==> src/hw/rtl/kabf_pkg.sv <==
`timescale 1ns / 1ps
// ----------------------------------------------------------------------------
// kabf_pkg: shared types, constants and arithmetic helpers
// Word format, register reset values and controller command codes.
// ----------------------------------------------------------------------------
package kabf_pkg;

  localparam int DataWidth = 32;
  localparam int DivSteps  = 2 * DataWidth + 8; // 72 quotient bits

  localparam logic signed [DataWidth-1:0] WMax = {1'b0, {(DataWidth-1){1'b1}}};
  localparam logic signed [DataWidth-1:0] WMin = {1'b1, {(DataWidth-1){1'b0}}};

  localparam logic [30:0] AngleNoiseRst   = 31'd16777;
  localparam logic [30:0] BiasNoiseRst    = 31'd50331;
  localparam logic [30:0] MeasureNoiseRst = 31'd503316;

  localparam logic [1:0] RegAngleNoise   = 2'd0;
  localparam logic [1:0] RegBiasNoise    = 2'd1;
  localparam logic [1:0] RegMeasureNoise = 2'd2;

  typedef logic signed [DataWidth-1:0] word_t;

  // Multiplier operand selection
  localparam logic [3:0] OpNone  = 4'd0;
  localparam logic [3:0] OpLoad  = 4'd1;  // latch inputs, rate = gyro - bias
  localparam logic [3:0] OpAng   = 4'd2;  // angle += dt*rate
  localparam logic [3:0] OpD11   = 4'd3;  // d11 = dt*p11
  localparam logic [3:0] OpP00   = 4'd4;  // p00 += dt*t
  localparam logic [3:0] OpP11   = 4'd5;  // p11 += bias_noise*dt, s
  localparam logic [3:0] OpDiv0  = 4'd6;  // start k0 division
  localparam logic [3:0] OpDiv1  = 4'd7;  // start k1 division
  localparam logic [3:0] OpCorA  = 4'd8;  // angle += k0*y
  localparam logic [3:0] OpCorB  = 4'd9;  // bias += k1*y
  localparam logic [3:0] OpC00   = 4'd10;
  localparam logic [3:0] OpC01   = 4'd11;
  localparam logic [3:0] OpC10   = 4'd12;
  localparam logic [3:0] OpC11   = 4'd13;

  typedef struct packed {
    logic [3:0] op;
  } kabf_cmd_t;

  typedef struct packed {
    logic div_busy;
    logic s_pos;
  } kabf_stat_t;

  function automatic word_t sat_add(input logic signed [DataWidth+1:0] v);
    word_t r;
    if (v > $signed({{2{WMax[DataWidth-1]}}, WMax})) r = WMax;
    else if (v < $signed({{2{WMin[DataWidth-1]}}, WMin})) r = WMin;
    else r = v[DataWidth-1:0];
    return r;
  endfunction

  // Round a signed product (ties away from zero) after a right shift of 24 (s24 set) or 16, saturate.
  function automatic word_t round_shift(input logic signed [2*DataWidth-1:0] p,
                                        input logic s24);
    logic                   neg;
    logic [2*DataWidth-1:0] m;
    logic [2*DataWidth-1:0] r;
    logic [2*DataWidth-1:0] q;
    word_t                  res;
    neg = p[2*DataWidth-1];
    m = neg ? (~p + 1'b1) : p;
    if (s24) begin
      r = m + (64'd1 << 23);
      q = r >> 24;
    end else begin
      r = m + (64'd1 << 15);
      q = r >> 16;
    end
    if (neg) begin
      if (q >= {32'd0, 1'b1, 31'd0}) res = WMin;
      else res = word_t'(-$signed(q[DataWidth-1:0]));
    end else begin
      if (q > {33'd0, 31'h7FFFFFFF}) res = WMax;
      else res = q[DataWidth-1:0];
    end
    return res;
  endfunction

endpackage

==> src/hw/rtl/kabf_ctrl.sv <==
`timescale 1ns / 1ps
// ----------------------------------------------------------------------------
// kabf_ctrl: sequencer
// Steps the datapath through predict, gain and correct for one transaction.
// ----------------------------------------------------------------------------
module kabf_ctrl
  import kabf_pkg::*;
(
  input  logic       clk,
  input  logic       rst,
  input  logic       in_fire,
  input  logic       out_fire,
  input  kabf_stat_t stat,
  output kabf_cmd_t  cmd,
  output logic       in_ready,
  output logic       out_valid
);

  localparam logic [4:0] SIdle  = 5'd0;
  localparam logic [4:0] SAng   = 5'd1;
  localparam logic [4:0] SD11   = 5'd2;
  localparam logic [4:0] SP00   = 5'd3;
  localparam logic [4:0] SP11   = 5'd4;
  localparam logic [4:0] SDiv0  = 5'd5;
  localparam logic [4:0] SWait0 = 5'd6;
  localparam logic [4:0] SDiv1  = 5'd7;
  localparam logic [4:0] SWait1 = 5'd8;
  localparam logic [4:0] SCorA  = 5'd9;
  localparam logic [4:0] SCorB  = 5'd10;
  localparam logic [4:0] SC00   = 5'd11;
  localparam logic [4:0] SC01   = 5'd12;
  localparam logic [4:0] SC10   = 5'd13;
  localparam logic [4:0] SC11   = 5'd14;
  localparam logic [4:0] SOut   = 5'd15;
  localparam logic [4:0] SD11W  = 5'd16;
  localparam logic [4:0] SP11W  = 5'd17;

  logic [4:0] state;
  logic [4:0] state_next;

  assign in_ready  = (state == SIdle);
  assign out_valid = (state == SOut);

  always_comb begin
    state_next = state;
    cmd.op = OpNone;
    case (state)
      SIdle: begin
        if (in_fire) begin
          cmd.op = OpLoad;
          state_next = SAng;
        end
      end
      SAng:   begin cmd.op = OpAng; state_next = SD11; end
      SD11:   begin cmd.op = OpD11; state_next = SD11W; end
      // wait state so d11 is registered before it feeds the next product
      SD11W:  state_next = SP00;
      SP00:   begin cmd.op = OpP00; state_next = SP11; end
      SP11:   begin cmd.op = OpP11; state_next = SP11W; end
      // wait state so s is registered before the gain step
      SP11W:  state_next = SDiv0;
      SDiv0: begin
        if (stat.s_pos) begin
          cmd.op = OpDiv0;
          state_next = SWait0;
        end else begin
          state_next = SCorA; // gains stay zero
        end
      end
      SWait0: if (!stat.div_busy) state_next = SDiv1;
      SDiv1:  begin cmd.op = OpDiv1; state_next = SWait1; end
      SWait1: if (!stat.div_busy) state_next = SCorA;
      SCorA:  begin cmd.op = OpCorA; state_next = SCorB; end
      // bias rows first, so they read p00 and p01 before those are shrunk
      SCorB:  begin cmd.op = OpCorB; state_next = SC10; end
      SC10:   begin cmd.op = OpC10; state_next = SC11; end
      SC11:   begin cmd.op = OpC11; state_next = SC00; end
      SC00:   begin cmd.op = OpC00; state_next = SC01; end
      SC01:   begin cmd.op = OpC01; state_next = SOut; end
      SOut:   if (out_fire) state_next = SIdle;
      default: state_next = SIdle;
    endcase
  end

  always_ff @(posedge clk) begin
    if (rst) state <= SIdle;
    else state <= state_next;
  end

endmodule

==> config.mk <==
export PLATFORM = sky130hd
export DESIGN_NAME = kabf_ctrl
export DESIGN_NICKNAME = d
export VERILOG_FILES = /design/src/hw/rtl/kabf_pkg.sv /design/src/hw/rtl/kabf_ctrl.sv
export SDC_FILE = /design/constraint.sdc
export NUM_CORES = 1
export LEC_CHECK = 0
export BUFFER_PORTS_ARGS = -buffer_cell sky130_fd_sc_hd__buf_2
export CELL_PAD_IN_SITES_DETAIL_PLACEMENT = 1
export CELL_PAD_IN_SITES_GLOBAL_PLACEMENT = 1
export CORE_UTILIZATION = 37
export CTS_BUF_LIST = sky130_fd_sc_hd__clkbuf_8 sky130_fd_sc_hd__clkbuf_16
export CTS_CLUSTER_DIAMETER = 120
export DETAILED_ROUTE_END_ITERATION = 8
export PLACE_DENSITY = 0.74
export RECOVER_POWER = 100
export SYNTH_ARGS = -nofsm -noshare
export SYNTH_HDL_FRONTEND = slang
export SYNTH_SLANG_ARGS = --single-unit
==> constraint.sdc <==
create_clock -name clk -period 1.9 [get_ports clk]
set_input_delay 0.19 -clock clk [delete_from_list [all_inputs] [get_ports clk]]
set_output_delay 0.19 -clock clk [all_outputs]
set_load 0.02 [all_outputs]
==> results.md, run 1 <==
- The area occupied by multi-input gates is 439 um^2.
- Dividing the synthesized area by the synthesized cell count gives 7.10 um^2.
- In the final routed layout, each cell accounts on average for 17.4 um.
- The top-level I/O count is 12.
- After clock tree synthesis, the clock-pin slew on the worst setup and hold paths is 0.04 ns.
- The classification of the worst-slack hold path is input port to flop.
- The worst slew slack as a fraction of its limit is 63.7%.
- Summing all placed instances gives a cell area of 689 um^2.
- The category of the worst setup path capture point is a primary output.
- The largest fanout on the critical path is 10.
- Detailed placement ended at an HPWL of 1.34 mm.
- Relative to the synthesized area, the layout overhead comes to 21.0%.
- The number of placed cells counting well taps is 110.
- The largest register by flop count is state.
- The synthesized net count is 91.
- The area of the core is 1510 um^2.
- The minimum clock period after layout is 1.88 ns.
- The reported max-cap violation count is 0.
- The global-route wire length before repair is 3.19 mm.
- The final RePlAce weighted congestion is 0.796.
- The critical path data arrival time is 1.69 ns.
- The sequential cell area is 104 um^2.
- The worst setup path is launched from a flop.
- Once routing completed, OpenROAD measured the worst setup slack at 0.0164 ns.
- 0 antenna diodes ended up in the layout.
- The detailed router finished its first iteration with 14 violations.
- The detailed router placed 711 vias in this run.
- The number of optimization iterations in the first detailed-route pass is 4.
- The clock latency reported for the late side of the worst-skew pair is 0.23 ns.
- The total CTS buffers is 3.
- The final design area excluding fillers is 729 um^2.
- The analysis attributes to cell leakage a power of 0.286 nW.
- The final number of hold-violating endpoints came to 0.
- The via density per instance is 6.24.
- The tree is rooted in a clkbuf_8.
- In the final layout, the share of cells above drive strength 1 is 27.6%.
- The filler-free cell count of the finished design is 114.
- OpenSTA, run right after detailed placement, puts the worst setup slack at 0.148 ns.
- The final layout contains routed wiring with a total length of 1.98 mm.
- The post-cts repair resize count is 1.
- The initial antenna violation count came to 0.
- The worst clock skew on the final layout is 0.00595 ns.
- In this run the number of H-tree levels came out at 1.
- The register with the most flip-flops in the layout has 5 of them.
- For this design, the sink count on the clock tree is 5.
- Dividing total power by cell area gives a power density of 856 nW/um^2.
- The post-detailed-route count of antenna-violating nets is 0.
- The maximum number of pins on one net before global-route repair is 14.
- The number of instances in the synthesized netlist is 85.
- The number of cell rows is 14.
- At the pin with the least slew margin, the transition time is 0.540 ns.
- The count of pins over their slew limit came to 0.
- The number of global-route vias before repair is 659.
- The initial utilization of the core area, before any placement, comes to 40.0%.
- The netlist uses 43 different library cells.
- The number of input and output port buffers inserted is 11.
- The number of buffers inserted for hold repair after clock tree synthesis is 0.
- The final design utilization is 48.4%.
- The final-layout fill cell count is 200.
- The die area is 1800 um^2.
- Across every metal layer, demand over resource in global routing totals 25.2%.
- Counting along the longest clock path gives a buffer depth of 2.
- The data required time of the worst path is 1.71 ns.
- The remaining routing DRC violations is 0.
- The netlist area before placement is 603 um^2.
- TritonCTS built the clock tree.
- The flow ran to the end, and the final reports show no timing, DRC or antenna violations.
- The die boundary width is 42.4 um.
- The flip-flop and latch count after synthesis is 5.
- The final-stage net count is 105.
- The count of final setup violators is 0.
- Summed over all layers, the global routing overflow is 0.
- The largest registers in the layout are state x5.
- Derived from the worst setup path, the maximum achievable clock frequency is 531 MHz.
- The portion of the clock cycle consumed by the worst path in the final layout is 99.1%.
- The worst ir drop on vdd is 0.000499 V.
- The critical path start-end classification is flop to primary output.
- The floorplan step set the die height to 42.4 um.
- The buffer count from post-CTS setup fixing is 0.
- The number of warning messages in the yosys log is 0.
- The register area share after synthesis is 16.6%.
## critical path: stages (launching register included)
cell and delay, ns:
dfxtp_2 0.39, or3b_2 0.46, o211ai_1 0.11, o21ai_0 0.15
a21oi_1 0.16, clkbuf_2 0.18
## cells by family after synthesis
family          synth area share (%)
simple gates                    37.8
compound gates                  29.5
buf+inv                         9.96
xor+xnor                        2.91
mux                             3.32
flops                           16.6
## synthesized netlist by cell type, drive strengths merged
| library cell | n | share of area [%] |
|---|---|---|
| a22o | 1 | 1.5 |
| or2 | 3 | 3.1 |
| a31oi | 1 | 1.0 |
| o211a | 1 | 1.7 |
| o21ai | 5 | 4.1 |
| and3b | 1 | 1.5 |
| buf | 5 | 4.4 |
| nor4 | 3 | 3.1 |
| nor3 | 8 | 6.6 |
| nor2 | 5 | 3.1 |
| and3 | 1 | 1.0 |
| inv | 5 | 3.1 |
| or2b | 1 | 1.2 |
| o32ai | 1 | 1.5 |
| dfxtp | 5 | 17 |
| nor2b | 2 | 2.1 |
| o32a | 1 | 1.7 |
| clkbuf | 4 | 2.5 |
| nor4b | 1 | 1.5 |
| a2111oi | 2 | 2.9 |
| o311ai | 1 | 1.5 |
| nor3b | 1 | 1.2 |
| xor2 | 1 | 1.5 |
| o2bb2ai | 1 | 2.5 |
| a41oi | 1 | 1.5 |
| a311oi | 1 | 1.5 |
| nand2 | 5 | 3.1 |
| o211ai | 1 | 1.2 |
| nand3 | 1 | 0.83 |
| or4 | 1 | 1.9 |
| or3b | 2 | 2.9 |
| o21a | 1 | 1.2 |
| nand2b | 3 | 3.1 |
| a31o | 1 | 1.5 |
| nand4b | 1 | 1.5 |
| a21oi | 2 | 1.7 |
| xnor2 | 1 | 1.5 |
| mux2i | 2 | 3.3 |
| o2111ai | 1 | 1.5 |
| o31ai | 1 | 1.2 |
## report_power, final
part,switching (W),internal (W),total [W]
clock network,0.0000638,0.000139,0.000203
registers,0.0000333,0.000119,0.000152
logic,0.000161,0.000108,0.000269
## per-stage QoR
| step | setup TNS (ns) | total power [W] | hold slack, ns |
|---|---|---|---|
| 2_1_floorplan | 0 | 0.000334 | 0.267 |
| 3_3_place_gp | 0 | 0.000418 | 0.400 |
| 3_5_place_dp | 0 | 0.000423 | 0.404 |
| 4_1_cts | 0 | 0.000634 | 0.181 |
| 5_1_grt | -0.0687 | 0.000660 | 0.181 |
| 6_report | 0 | 0.000625 | 0.163 |
## placed cells by master (no fill, tap or decap), drive strengths merged, types with 2 or more instances in the layout
| cell | synthesis | routed |
|---|---|---|
| inv | 5 | 6 |
| mux2i | 2 | 2 |
| or2 | 3 | 3 |
| a21oi | 2 | 2 |
| nor3 | 8 | 8 |
| nor4 | 3 | 3 |
| or3b | 2 | 2 |
| buf | 5 | 12 |
| clkbuf | 4 | 9 |
| dfxtp | 5 | 5 |
| a2111oi | 2 | 2 |
| nor2b | 2 | 2 |
| nand2b | 3 | 3 |
| nand2 | 5 | 5 |
| nor2 | 5 | 5 |
| o21ai | 5 | 5 |
## layer usage
metal / GRT usage (%) / wire [um] / up-vias
met4: 23.8 / 97 / 0
met5: 0 / 0 / -
met2: 33.2 / 865 / 28
met3: 6.90 / 117 / 8
met1: 32.0 / 896 / 330
li1: - / - / 345
## final timing paths
check,startpoint,slack (ns),cells after the start,to
max,state[3]$_SDFFE_PP0P_,0.02,5,cmd[1]
max reg2reg,state[2]$_SDFFE_PP0P_,0.17,4,state[2]$_SDFFE_PP0P_
min,rst,0.16,2,state[3]$_SDFFE_PP0P_
min reg2reg,state[3]$_SDFFE_PP0P_,0.54,1,state[4]$_SDFFE_PP0P_
## cell type report
cell class / count / share of cell area [%]
repair buffers: 18 / 14.1
clock buffers: 3 / 5.66
multi-input cells: 66 / 60.2
inverters: 5 / 2.57
well taps: 16 / 2.74
clock inverters: 1 / 0.515
flip-flops and latches: 5 / 14.2
(Power assumes the default switching activity.)
==> run 2: changes to the inputs <==
SETUP_SLACK_MARGIN = 0.15   (was default)
==> results.md, run 2 (synthesized netlist as in run 1, its figures left out) <==
- The worst slew slack as a fraction of its limit is 60.5% (was 63.7%).
- The antenna diode count was 0 (unchanged).
- Setup repair after global routing could not meet its margin everywhere.
- The effective utilization at floorplan came to 40.0% (unchanged).
- The overall track demand over capacity in global routing is 23.7% (was 25.2%).
- The standby leakage power came to 0.318 nW (was 0.286 nW).
- The global-route wire length before repair is 3.29 mm (was 3.19 mm).
- The top achievable clock speed is 554 MHz (was 531 MHz).
- The vertical extent of the die came to 42.4 um (unchanged).
- Run status: finished, final reports clean (unchanged).
- The die boundary width is 42.4 um (unchanged).
- The initial antenna violation count is 0 (unchanged).
- The top-level I/O count came to 12 (unchanged).
- The final-layout fill cell count was 208 (was 200).
- The final-stage net count is 111 (was 105).
- The via density per instance is 6.20 (was 6.24).
- The post-detailed-route count of antenna-violating nets was 0 (unchanged).
- The die area is 1800 um^2 (unchanged).
- The root cell of the clock tree is clkbuf_8 (unchanged).
- The flip-flop count of the largest register, all copies and words added is 5 (unchanged).
- The portion of the clock cycle consumed by the worst path in the final layout is 94.9% (was 99.1%).
- The total grt overflow came to 0 (unchanged).
- The CTS tree is done (unchanged).
- The number of input and output port buffers inserted is 11 (unchanged).
- The critical path start-end classification is flop to primary output (unchanged).
- The final RePlAce weighted congestion is 0.731 (was 0.796).
- The total CTS buffers was 3 (unchanged).
- The areal power density over the cells is 819 nW/um^2 (was 856 nW/um^2).
- The category of the worst setup path capture point was a primary output (unchanged).
- The number of buffers on the longest clock path is 2 (unchanged).
- The most common cell after layout, fill and taps aside is buf_4 (was nor3_1).
- The clock latency reported for the late side of the worst-skew pair is 0.22 ns (was 0.23 ns).
- The worst clock skew on the final layout was 0.000163 ns (was 0.00595 ns).
- The number of levels the H-tree was split into is 1 (unchanged).
- The placed wire-length estimate after detailed placement is 1.41 mm (was 1.34 mm).
- The number of optimization iterations in the first detailed-route pass is 4 (unchanged).
- The minimum clock period after layout is 1.80 ns (was 1.88 ns).
- The layout cell share with drive strength beyond 1 was 31.7% (was 27.6%).
- The number of violations reported at the end of detailed-routing iteration 0 is 20 (was 14).
- The count of pins over their slew limit is 0 (unchanged).
- The number of global-route vias before repair is 716 (was 659).
- The critical path data arrival time was 1.61 ns (was 1.69 ns).
- The total number of vias came to 744 (was 711).
- The largest fanout on the critical path is 8 (was 10).
- The area of the core is 1510 um^2 (unchanged).
- The reported max-cap violation count is 0 (unchanged).
- Most used cells in the layout excluding fill and tap cells: buf_4 (13), nor3_1 (8), inv_1 (6), clkbuf_1 (6) (was nor3_1 (8), buf_4 (7), inv_1 (6)).
- The total length of routed wires is 2.08 mm (was 1.98 mm).
- The remaining routing DRC violations is 0 (unchanged).
- The final number of hold-violating endpoints came to 0 (unchanged).
- The largest register by flop count is state (unchanged).
- The count of final setup violators is 0 (unchanged).
- The total number of clock tree sinks was 5 (unchanged).
- The area growth from synthesis to final layout is 32.0% (was 21.0%).
- The transition time at the pin with the least slew margin is 0.587 ns (was 0.540 ns).
- The worst ir drop on vdd was 0.000523 V (was 0.000499 V).
- The data required time of the worst path is 1.71 ns (about the same).
- The average wire per standard cell is 17.3 um (was 17.4 um).
- The maximum number of pins on one net before global-route repair came to 12 (was 14).
- The aggregate negative setup slack was 0 ns (unchanged).
- The classification of the worst-slack hold path is input port to flop (unchanged).
- The clock transition time at the flip-flop clock pins of the worst setup and hold paths is 0.03 ns (was 0.04 ns).
- The area of placed instances is 711 um^2 (was 689 um^2).
- The number of buffers inserted for hold repair after clock tree synthesis is 0 (unchanged).
- Largest registers ranked by flip-flop count: state x5 (unchanged).
- The number of cell rows was 14 (unchanged).
- The type of element launching the critical path was a flop (unchanged).
- The final design area excluding fillers came to 796 um^2 (was 729 um^2).
## run 2: cell type report
cell class / count / area [um^2] / share of cell area (%)
Clock inverter: 1 / 3.75 / 0.472
Timing Repair Buffer: 24 / 145 / 18.2
Multi-Input combinational cell: 66 / 455 / 57.2
Tap cell: 16 / 20.0 / 2.52
Clock buffer: 3 / 41.3 / 5.19
Inverter: 5 / 18.8 / 2.36
Sequential cell: 5 / 111 / 14.0
## run 2: repair_timing
| action | in CTS | in global routing |
|---|---|---|
| buffers inserted | 0 | 4 |
| hold endpoints to repair | 0 | 0 |
| endpoints found under the setup margin | 2 | 2 |
| resized for setup | 9 | 3 |
| pin swaps | 1 | 2 |
## run 2: worst paths after layout
| kind | from | end | slack, ns | cells past startpoint |
|---|---|---|---|---|
| worst max-delay path | state[3]$_SDFFE_PP0P_ | cmd[2] | 0.1 | 5 |
| worst min-delay path | rst | state[3]$_SDFFE_PP0P_ | 0.15 | 2 |
| worst max register to register | state[0]$_SDFFE_PP0P_ | state[1]$_SDFFE_PP0P_ | 0.14 | 6 |
| worst min register to register | state[3]$_SDFFE_PP0P_ | state[4]$_SDFFE_PP0P_ | 0.59 | 2 |
## run 2: per-layer routing
| metal | vias up | GRT usage, % | wire length (um) |
|---|---|---|---|
| met5 | - | 0 | 0 |
| met4 | 0 | 5.63 | 8 |
| met3 | 2 | 5.17 | 96 |
| met2 | 24 | 39.4 | 1030 |
| met1 | 359 | 31.1 | 948 |
| li1 | 359 | - | - |
## run 2: power breakdown
part	internal [W]	leakage, nW	switching (W)
logic	0.000128	0.248	0.000185
registers	0.000119	0.0428	0.0000243
clock network	0.000139	0.0269	0.0000559
total	0.000386	0.318	0.000265
## run 2: metrics by stage
stage / worst slack, ns / hold slack [ns] / util (%) / total power [W] / instances
after global routing: 0.0534 / 0.165 / 52.8 / 0.000695 / 120
after global placement: 0.237 / 0.394 / 47.2 / 0.000419 / 112
final: 0.0966 / 0.154 / 52.8 / 0.000651 / 120
after detailed placement: 0.218 / 0.398 / 47.2 / 0.000428 / 112
after CTS: 0.170 / 0.155 / 51.4 / 0.000638 / 116
after floorplan: 0.177 / 0.267 / - / 0.000338 / 85
## run 2: worst max-delay path, stage by stage, from the launching register on
cell,delay (ns)
dfxtp_4,0.36
buf_4,0.16
o21ai_0,0.24
a21oi_1,0.12
a311oi_2,0.25
clkbuf_1,0.26
==> run 3: changes to the inputs <==
CELL_PAD_IN_SITES_DETAIL_PLACEMENT = default   (was 1)
CELL_PAD_IN_SITES_GLOBAL_PLACEMENT = default   (was 1)
CORE_AREA = 2 2 39 41   (was default)
CORE_UTILIZATION = default   (was 37)
DIE_AREA = 0 0 41 43   (was default)
PLACE_DENSITY = 0.66   (was 0.74)
==> results.md, run 3 (synthesized netlist as in run 1, its figures left out) <==
- Run status: finished, final reports clean (unchanged).
- The worst slew slack as a fraction of its limit is 65.8% (was 60.5%).
- The reported max-cap violation count came to 0 (unchanged).
- The cell count along the critical path is 6 (was 5).
- The vertical extent of the die was 43 um (was 42.4 um).
- The reg-to-reg endpoint is state[2]$_SDFFE_PP0P_ (was state[1]$_SDFFE_PP0P_).
- The number of input and output port buffers inserted is 11 (unchanged).
- The buffers plus inverters on the worst setup path came to 2 (unchanged).
- The critical path data arrival time came to 1.88 ns (was 1.61 ns).
- The transition time at the pin with the least slew margin is 0.500 ns (was 0.587 ns).
- The end point of the critical path is state[2]$_SDFFE_PP0P_ (was cmd[2]).
- The root cell of the clock tree is clkbuf_8 (unchanged).
- The initial antenna violation count is 0 (unchanged).
- The largest fanout on the critical path is 6 (was 8).
- The number of global-route vias before repair is 613 (was 716).
- The layout cell share with drive strength beyond 1 is 33.0% (was 31.7%).
- The flip-flop count of the largest register, all copies and words added is 5 (unchanged).
- The total length of routed wires came to 1.75 mm (was 2.08 mm).
- The category of the worst setup path capture point is a flop (was primary output).
- The number of optimization iterations in the first detailed-route pass is 4 (unchanged).
- The area growth from synthesis to final layout is 31.1% (was 32.0%).
- The most common cell after layout, fill and taps aside is buf_4 (unchanged).
- Largest registers ranked by flip-flop count: state x5 (unchanged).
- The startpoint of the worst register-to-register path was state[0]$_SDFFE_PP0P_ (unchanged).
- The kind of cell adding the most delay to the critical path is compound AO/OA/AOI/OAI gates (unchanged).
- The worst clock skew on the final layout was 0.00226 ns (was 0.000163 ns).
- The delay contributed by the slowest stage of the critical path was 0.49 ns (was 0.36 ns).
- The area of placed instances is 703 um^2 (was 711 um^2).
- The area of the core was 1380 um^2 (was 1510 um^2).
- The clock transition time at the flip-flop clock pins of the worst setup and hold paths is 0.04 ns (was 0.03 ns).
- The areal power density over the cells is 824 nW/um^2 (was 819 nW/um^2).
- The effective utilization at floorplan is 43.6% (was 40.0%).
- The data required time of the worst path is 2.05 ns (was 1.71 ns).
- The overall track demand over capacity in global routing is 21.6% (was 23.7%).
- The final design utilization is 57.1% (was 52.8%).
- The clock latency reported for the late side of the worst-skew pair is 0.22 ns (about the same).
- The via density per instance is 6.14 (was 6.20).
- The length in cells of the worst reg-to-reg path is 6 (unchanged).
- The final design area excluding fillers came to 791 um^2 (was 796 um^2).
- The final-stage net count is 110 (was 111).
- The total grt overflow is 0 (unchanged).
- The type of element launching the critical path is a flop (unchanged).
- The total CTS buffers was 3 (unchanged).
- The final RePlAce weighted congestion is 0.841 (was 0.731).
- The minimum clock period after layout is 1.73 ns (was 1.80 ns).
- The final number of hold-violating endpoints was 0 (unchanged).
- The largest register by flop count is state (unchanged).
- The sequential fraction of design power is 21.1% (was 22.0%).
- The area occupied by multi-input gates came to 459 um^2 (was 455 um^2).
- The portion of the clock cycle consumed by the worst path in the final layout is 90.8% (was 94.9%).
- The total internal power is 0.000394 W (was 0.000386 W).
- The top-level I/O count is 12 (unchanged).
- Critical Path, Cell by Cell: buf_4, buf_4, o21a_1, a2111oi_0, o21ai_0, o21ai_0 (was buf_4, o21ai_0, a21oi_1, a311oi_2, clkbuf_1).
- Most used cells in the layout excluding fill and tap cells: buf_4 (12), nor3_1 (8), inv_1 (6), buf_2 (6) (was buf_4 (13), nor3_1 (8), inv_1 (6), clkbuf_1 (6)).
- The aggregate negative setup slack came to 0 ns (unchanged).
- The total number of clock tree sinks is 5 (unchanged).
- The tightest hold margin is 0.154 ns (about the same).
- The filler-free cell count of the finished design is 119 (was 120).
- The first element of the critical path is state[0]$_SDFFE_PP0P_ (was state[3]$_SDFFE_PP0P_).
- The count of final setup violators is 0 (unchanged).
- The share of power burned in the clock network is 29.6% (was 29.9%).
- The total number of vias is 731 (was 744).
- The number of buffers on the longest clock path is 2 (unchanged).
- The worst ir drop on vdd is 0.000625 V (was 0.000523 V).
- The reported net switching power is 0.000257 W (was 0.000265 W).
- The number of placed cells counting well taps is 111 (was 112).
- The average wire per standard cell came to 14.7 um (was 17.3 um).
- The top achievable clock speed came to 580 MHz (was 554 MHz).
- The number of cell rows is 14 (unchanged).
- The remaining routing DRC violations is 0 (unchanged).
- The number of levels the H-tree was split into came to 1 (unchanged).
- The count of pins over their slew limit is 0 (unchanged).
- The switching part of the total power came to 39.5% (was 40.7%).
- The CTS tree was done (unchanged).
- The die area came to 1760 um^2 (was 1800 um^2).
- Setup repair after global routing missed its margin: yes (unchanged).
- The number of violations reported at the end of detailed-routing iteration 0 was 24 (was 20).
- The worst-path cell with the longest stage delay is a2111oi_0 (was dfxtp_4).
- The relative contribution of combinational cells to total power is 49.4% (was 48.1%).
- The standby leakage power came to 0.319 nW (was 0.318 nW).
- The die boundary width is 41 um (was 42.4 um).
- The classification of the worst-slack hold path is input port to flop (unchanged).
- The final-layout fill cell count is 149 (was 208).
- The post-detailed-route count of antenna-violating nets is 0 (unchanged).
- The maximum number of pins on one net before global-route repair is 12 (unchanged).
- The minimum setup slack among reg-to-reg paths was 0.17 ns (was 0.14 ns).
- The critical path start-end classification is flop to flop (was flop to primary output).
- The global-route wire length before repair is 2.63 mm (was 3.29 mm).
- The antenna diode count came to 0 (unchanged).
- The sequential cell area is 108 um^2 (was 111 um^2).
- The placed wire-length estimate after detailed placement is 1.21 mm (was 1.41 mm).
-- run 3: worst min path at each step --
| stage | startpoint | endpoint | cells past startpoint |
|---|---|---|---|
| 4_1_cts | rst | state[3]$_SDFFE_PP0P_ | 2 |
| 3_3_place_gp | rst | state[3]$_SDFFE_PP0P_ | 2 |
| 2_1_floorplan | rst | state[4]$_SDFFE_PP0P_ | 1 |
| 5_1_grt | rst | state[3]$_SDFFE_PP0P_ | 2 |
| 3_5_place_dp | rst | state[4]$_SDFFE_PP0P_ | 2 |
| 6_report | rst | state[3]$_SDFFE_PP0P_ | 2 |
-- run 3: metrics by stage --
step	total power (W)	setup slack, ns
3_3_place_gp	0.000419	0.252
4_1_cts	0.000654	0.158
3_5_place_dp	0.000422	0.219
6_report	0.000652	0.175
2_1_floorplan	0.000338	0.177
5_1_grt	0.000684	0.0862
-- run 3: power groups by stage --
stage,registers [W],clock network [W],logic [W]
6_report,0.000137,0.000193,0.000322
5_1_grt,0.000138,0.000197,0.000349
4_1_cts,0.000138,0.000195,0.000321
3_5_place_dp,0.000148,0,0.000274
3_3_place_gp,0.000149,0,0.000270
2_1_floorplan,0.000126,0,0.000211
-- run 3: final cells by class --
class	count	area share, %
multi-input cells	66	58.1
repair buffers	23	17.7
flip-flops and latches	5	13.6
clock buffers	3	5.22
well taps	16	2.53
inverters	5	2.37
clock inverters	1	0.475
-- run 3: per-layer routing --
layer	vias up	global-route usage [%]	share of wire, %
li1	361	-	-
met1	338	27.6	44
met2	26	32.5	48
met3	6	6.81	5.7
met4	0	8.00	2.4
met5	-	0	0
-- run 3: repair_timing --
action	CTS	global route
gates resized for setup	8	7
hold buffers	0	0
pin swaps	0	1
setup buffers	3	1
setup endpoints to repair	2	3
-- run 3: worst reg2reg max path: stages (launching register included) --
cell	delay, ns
dfxtp_1	0.35
buf_4	0.16
buf_4	0.15
o21a_1	0.16
a2111oi_0	0.49
o21ai_0	0.20
o21ai_0	0.16
